## src/sv/kfs_pkg.sv

```systemverilog
// kfs_pkg: shared types and constants of the k-th fraction selector
`timescale 1ns / 1ps

package kfs_pkg;

    localparam int CAPACITY_DEF   = 16;
    localparam int VALUE_BITS_DEF = 16;
    localparam int CNT_W          = 5;

    typedef enum logic [1:0] {
        K_CLEAR    = 2'd0,
        K_APPEND   = 2'd1,
        K_LARGEST  = 2'd2,
        K_SMALLEST = 2'd3
    } t_kind;

    typedef enum logic [1:0] {
        ST_OK        = 2'd0,
        ST_NOT_FOUND = 2'd1,
        ST_ZERO_DEN  = 2'd2,
        ST_FULL      = 2'd3
    } t_status;

    typedef enum logic {
        S_IDLE = 1'b0,
        S_EXEC = 1'b1
    } t_state;

    // control broadcast from the sequencer to every cell
    typedef struct packed {
        logic mult_en;
        logic commit;
    } t_cell_ctl;

endpackage

```

## src/sv/kfs_cell.sv

```systemverilog
// kfs_cell: one slot of the sorted chain, with its cross-multiply compare
`timescale 1ns / 1ps

module kfs_cell #(
    parameter int VALUE_BITS = kfs_pkg::VALUE_BITS_DEF
) (
    input  logic                         i_clk,
    input  kfs_pkg::t_cell_ctl           i_ctl,
    input  logic                         i_active,
    input  logic                         i_slot_open,
    input  logic signed [VALUE_BITS:0]   i_new_num_n,
    input  logic signed [VALUE_BITS:0]   i_new_den_n,
    input  logic signed [VALUE_BITS-1:0] i_ins_num,
    input  logic signed [VALUE_BITS-1:0] i_ins_den,
    input  logic                         i_prev_keep,
    input  logic signed [VALUE_BITS-1:0] i_prev_num,
    input  logic signed [VALUE_BITS-1:0] i_prev_den,
    output logic                         o_keep,
    output logic signed [VALUE_BITS-1:0] o_num,
    output logic signed [VALUE_BITS-1:0] o_den
);
    import kfs_pkg::*;

    localparam int PW = 2 * (VALUE_BITS + 1);

    logic signed [VALUE_BITS-1:0] r_num;
    logic signed [VALUE_BITS-1:0] r_den;
    logic signed [PW-1:0]         r_prod_own;
    logic signed [PW-1:0]         r_prod_new;
    logic signed [VALUE_BITS:0]   w_own_n;
    logic signed [VALUE_BITS:0]   w_own_d;

    // bring the held fraction to a positive denominator
    always_comb begin
        if (r_den[VALUE_BITS-1]) begin
            w_own_n = -{r_num[VALUE_BITS-1], r_num};
            w_own_d = -{r_den[VALUE_BITS-1], r_den};
        end else begin
            w_own_n = {r_num[VALUE_BITS-1], r_num};
            w_own_d = {r_den[VALUE_BITS-1], r_den};
        end
    end

    always_ff @(posedge i_clk) begin
        if (i_ctl.mult_en) begin
            r_prod_own <= w_own_n * i_new_den_n;
            r_prod_new <= i_new_num_n * w_own_d;
        end
    end

    // held <= new keeps this slot in place
    assign o_keep = i_active && (r_prod_own <= r_prod_new);

    always_ff @(posedge i_clk) begin
        if (i_ctl.commit && i_slot_open && !o_keep) begin
            if (i_prev_keep) begin
                r_num <= i_ins_num;
                r_den <= i_ins_den;
            end else begin
                r_num <= i_prev_num;
                r_den <= i_prev_den;
            end
        end
    end

    assign o_num = r_num;
    assign o_den = r_den;

endmodule

```

## config.mk

```make
export PLATFORM = sky130hd
export DESIGN_NAME = kfs_cell
export DESIGN_NICKNAME = d
export VERILOG_FILES = /design/src/sv/kfs_pkg.sv /design/src/sv/kfs_cell.sv
export SDC_FILE = /design/constraint.sdc
export NUM_CORES = 2
export LEC_CHECK = 0
export BUFFER_PORTS_ARGS = -buffer_cell sky130_fd_sc_hd__buf_2
export CAP_MARGIN = 25
export CORE_MARGIN = 1.5
export CORE_UTILIZATION = 60
export CTS_BUF_LIST = sky130_fd_sc_hd__clkbuf_16
export CTS_CLUSTER_SIZE = 30
export DETAILED_ROUTE_END_ITERATION = 8
export PLACE_DENSITY_LB_ADDON = 0.15
export SYNTH_ARGS = -nofsm -noshare
export SYNTH_HDL_FRONTEND = slang
export SYNTH_SLANG_ARGS = --single-unit
```

## constraint.sdc

```tcl
create_clock -name i_clk -period 11.9 [get_ports i_clk]
set_clock_uncertainty 0.15 [all_clocks]
set_input_delay 0.595 -clock i_clk [delete_from_list [all_inputs] [get_ports i_clk]]
set_output_delay 0.595 -clock i_clk [all_outputs]
set_load 0.01 [all_outputs]
```

==> impl_metrics.yaml <==
cts:
  cts.repair.resized: 0
  clkTransAtPathRegs_ps: 80
  cts_made_buffers: 9
  cts_tree: "done"
  postCtsSetupRepairBufs: 0
  clkSinkCount: 100
  max-clock-path-buffers: 2
  clkLatencyLatePin_ps: 370
  cts_hold_buf: 0
  cts-htree-levels: 3
  cts-root-buf: "clkbuf_16"
yosys:
  synthArstFlopShare: 0
  yosys.area_share.xor_xnor: 0.0310
  ys_ff_latch: 100
  netlist_instances: 2776
  yosysWarnings: 0
  syn_avg_cell_area_um2: 9.67
  synth_edf_count: 100
  ys.flop_type: "edfxtp_1"
  synth_mux_area_frac: 0.0146
  yosysSeqAreaShare: 0.112
  yosys.area_share.simple: 0.141
  synth_compound_area_frac: 0.0527
  synth_top_family_by_area: "adder cells"
  syn_area_um2: 26800
  yosys.area_share.adder: 0.537
  netlist-cell-type-count: 59
sta:
  setup_viol: 0
  maxSlewHeadroom: 0.290
  fmax_ghz: 0.116
  rsz0062_at_grt: "no"
  hold_viol: 0
  finalCritPeriodShare: 0.726
  setup_tns_ps: 0
  finalCriticalPeriod_ps: 8640
  final_max_slew_viol_count: 0
  tightestPinTransition_ps: 1060
worst_setup_path:
  cpMostUsedCell: "fa_1"
  critPathCaptureType: "flip-flop"
  worst_setup_path_start_kind: "flip-flop"
  worst-setup-path-type: "flip-flop to flip-flop"
  max_stage_delay_ps: 660
  arrival_ps: 8660
  critPathRequiredTime_ps: 11920
  cp_top_family: "adder cells"
  crit_path_max_fanout: 19
  cp_num_buf_inv: 5
  slowest_stage: "edfxtp_1"
die:
  core.rowCount: 77
  core_area_um2: 44200
  start_util: 0.607
  die_h_um: 215
  die_w_um: 215
  ioPinCount: 137
  dieArea_um2: 46000
final_layout:
  final_layout_size_suffix_gt1_frac: 0.0794
  n_antenna_cell: 0
  final_common_cell: "inv_1"
  layout_common_cells: "inv_1, fa_1, nand2_1, and2_1, ha_1"
  area_growth_pct: 6.36
  fin_area_um2: 28600
  nets: 3781
drt:
  antenna_left: 0
  vias_per_cell: 5.46
  drc: 0
  firstDrtPassIters: 6
  num_vias: 19000
  wl_per_cell_um: 17.1
  drt_iter0_markers: 1194
  drt_wl_total_um: 59500
grt:
  grt_max_degree: 69
  globalRouteOverflowTotal: 0
  grt_pass1_wl_um: 103000
  antenna_found_initial: 0
  globalRouteTotalUtil: 0.280
  grt_pass1_vias: 21200
placed_design:
  place_area_um2: 28300
  gp_congestion: 0.940
  hpwlAfterDp_um: 49000
  io_buffers: 136
run:
  maxCapViolations: 0
run_status:
  status: "finished, final reports clean"
min_path:
  min_path_type: "primary input to flip-flop"
-- flip-flops by register name, summed over array words and instances (netlist names) --
name        flops
o_den          16
o_num          16
r_prod_own     34
r_prod_new     34
-- metal layers --
| metal | global-route usage | vias up | wire length [um] |
|---|---|---|---|
| met5 | 0 | - | 0 |
| met4 | 0.0845 | 0 | 1780 |
| met3 | 0.0366 | 117 | 3240 |
| met2 | 0.496 | 580 | 31100 |
| met1 | 0.359 | 9805 | 23500 |
| li1 | - | 8468 | - |
-- cell usage after synthesis (17+ instances only) --
| library cell | instances | area, um2 |
|---|---|---|
| nor3_1 | 17 | 85.1 |
| a21oi_1 | 55 | 275 |
| ha_1 | 206 | 2580 |
| fa_1 | 592 | 11900 |
| nor2b_1 | 81 | 507 |
| nand2_1 | 284 | 1070 |
| edfxtp_1 | 100 | 3000 |
| nand2b_1 | 21 | 131 |
| and2_1 | 231 | 1450 |
| o21ai_0 | 34 | 170 |
| inv_1 | 709 | 2660 |
| clkbuf_1 | 71 | 267 |
| a21o_1 | 37 | 278 |
| mux2_2 | 34 | 383 |
| nor2_1 | 64 | 240 |
| xnor2_1 | 83 | 727 |
-- per-stage QoR --
step,util,hold slack [ps],setup WS [ps],std cells
final,0.646,369,3260,3476
after global routing,0.646,363,2890,3476
after CTS,0.645,353,3370,3474
after detailed placement,0.639,750,3410,3458
after global placement,0.639,747,3510,3457
after floorplan,-,557,4210,2791
-- area by class of cell --
class / instances / area [um2]
clock buffer: 9 / 225
clock inverter: 7 / 52.6
fill: 3605 / 15700
inverter: 709 / 2660
multi-input combinational: 1898 / 21000
sequential: 100 / 3000
tap: 592 / 741
timing repair buffer: 161 / 876
-- path summary, 6_finish.rpt --
path | from | to | slack [ps] | depth (start not counted)
max | o_num[0]$_DFFE_PP_ | r_prod_own[27]$_DFFE_PP_ | 3260 | 25
min | i_ins_den[14] | o_den[14]$_DFFE_PP_ | 370 | 2
max reg2reg | o_num[0]$_DFFE_PP_ | r_prod_own[27]$_DFFE_PP_ | 3260 | 25
min reg2reg | o_den[0]$_DFFE_PP_ | r_prod_new[0]$_DFFE_PP_ | 900 | 1
-- cells by family (layout without fill, tap and decap cells) --
logic type | after synthesis | count (layout)
AOI/OAI and AO/OA | 209 | 209
buffers and inverters | 793 | 886
xor gates and xnor gates | 95 | 95
other | 2 | 17
DFF | 100 | 100
adders and majority gates | 798 | 798
and+or+nand+nor | 744 | 744
muxes | 35 | 35
Power is left out: the tool's default activity adds up to more than one toggle a clock period on the data nets, which glitch-free logic cannot reach.
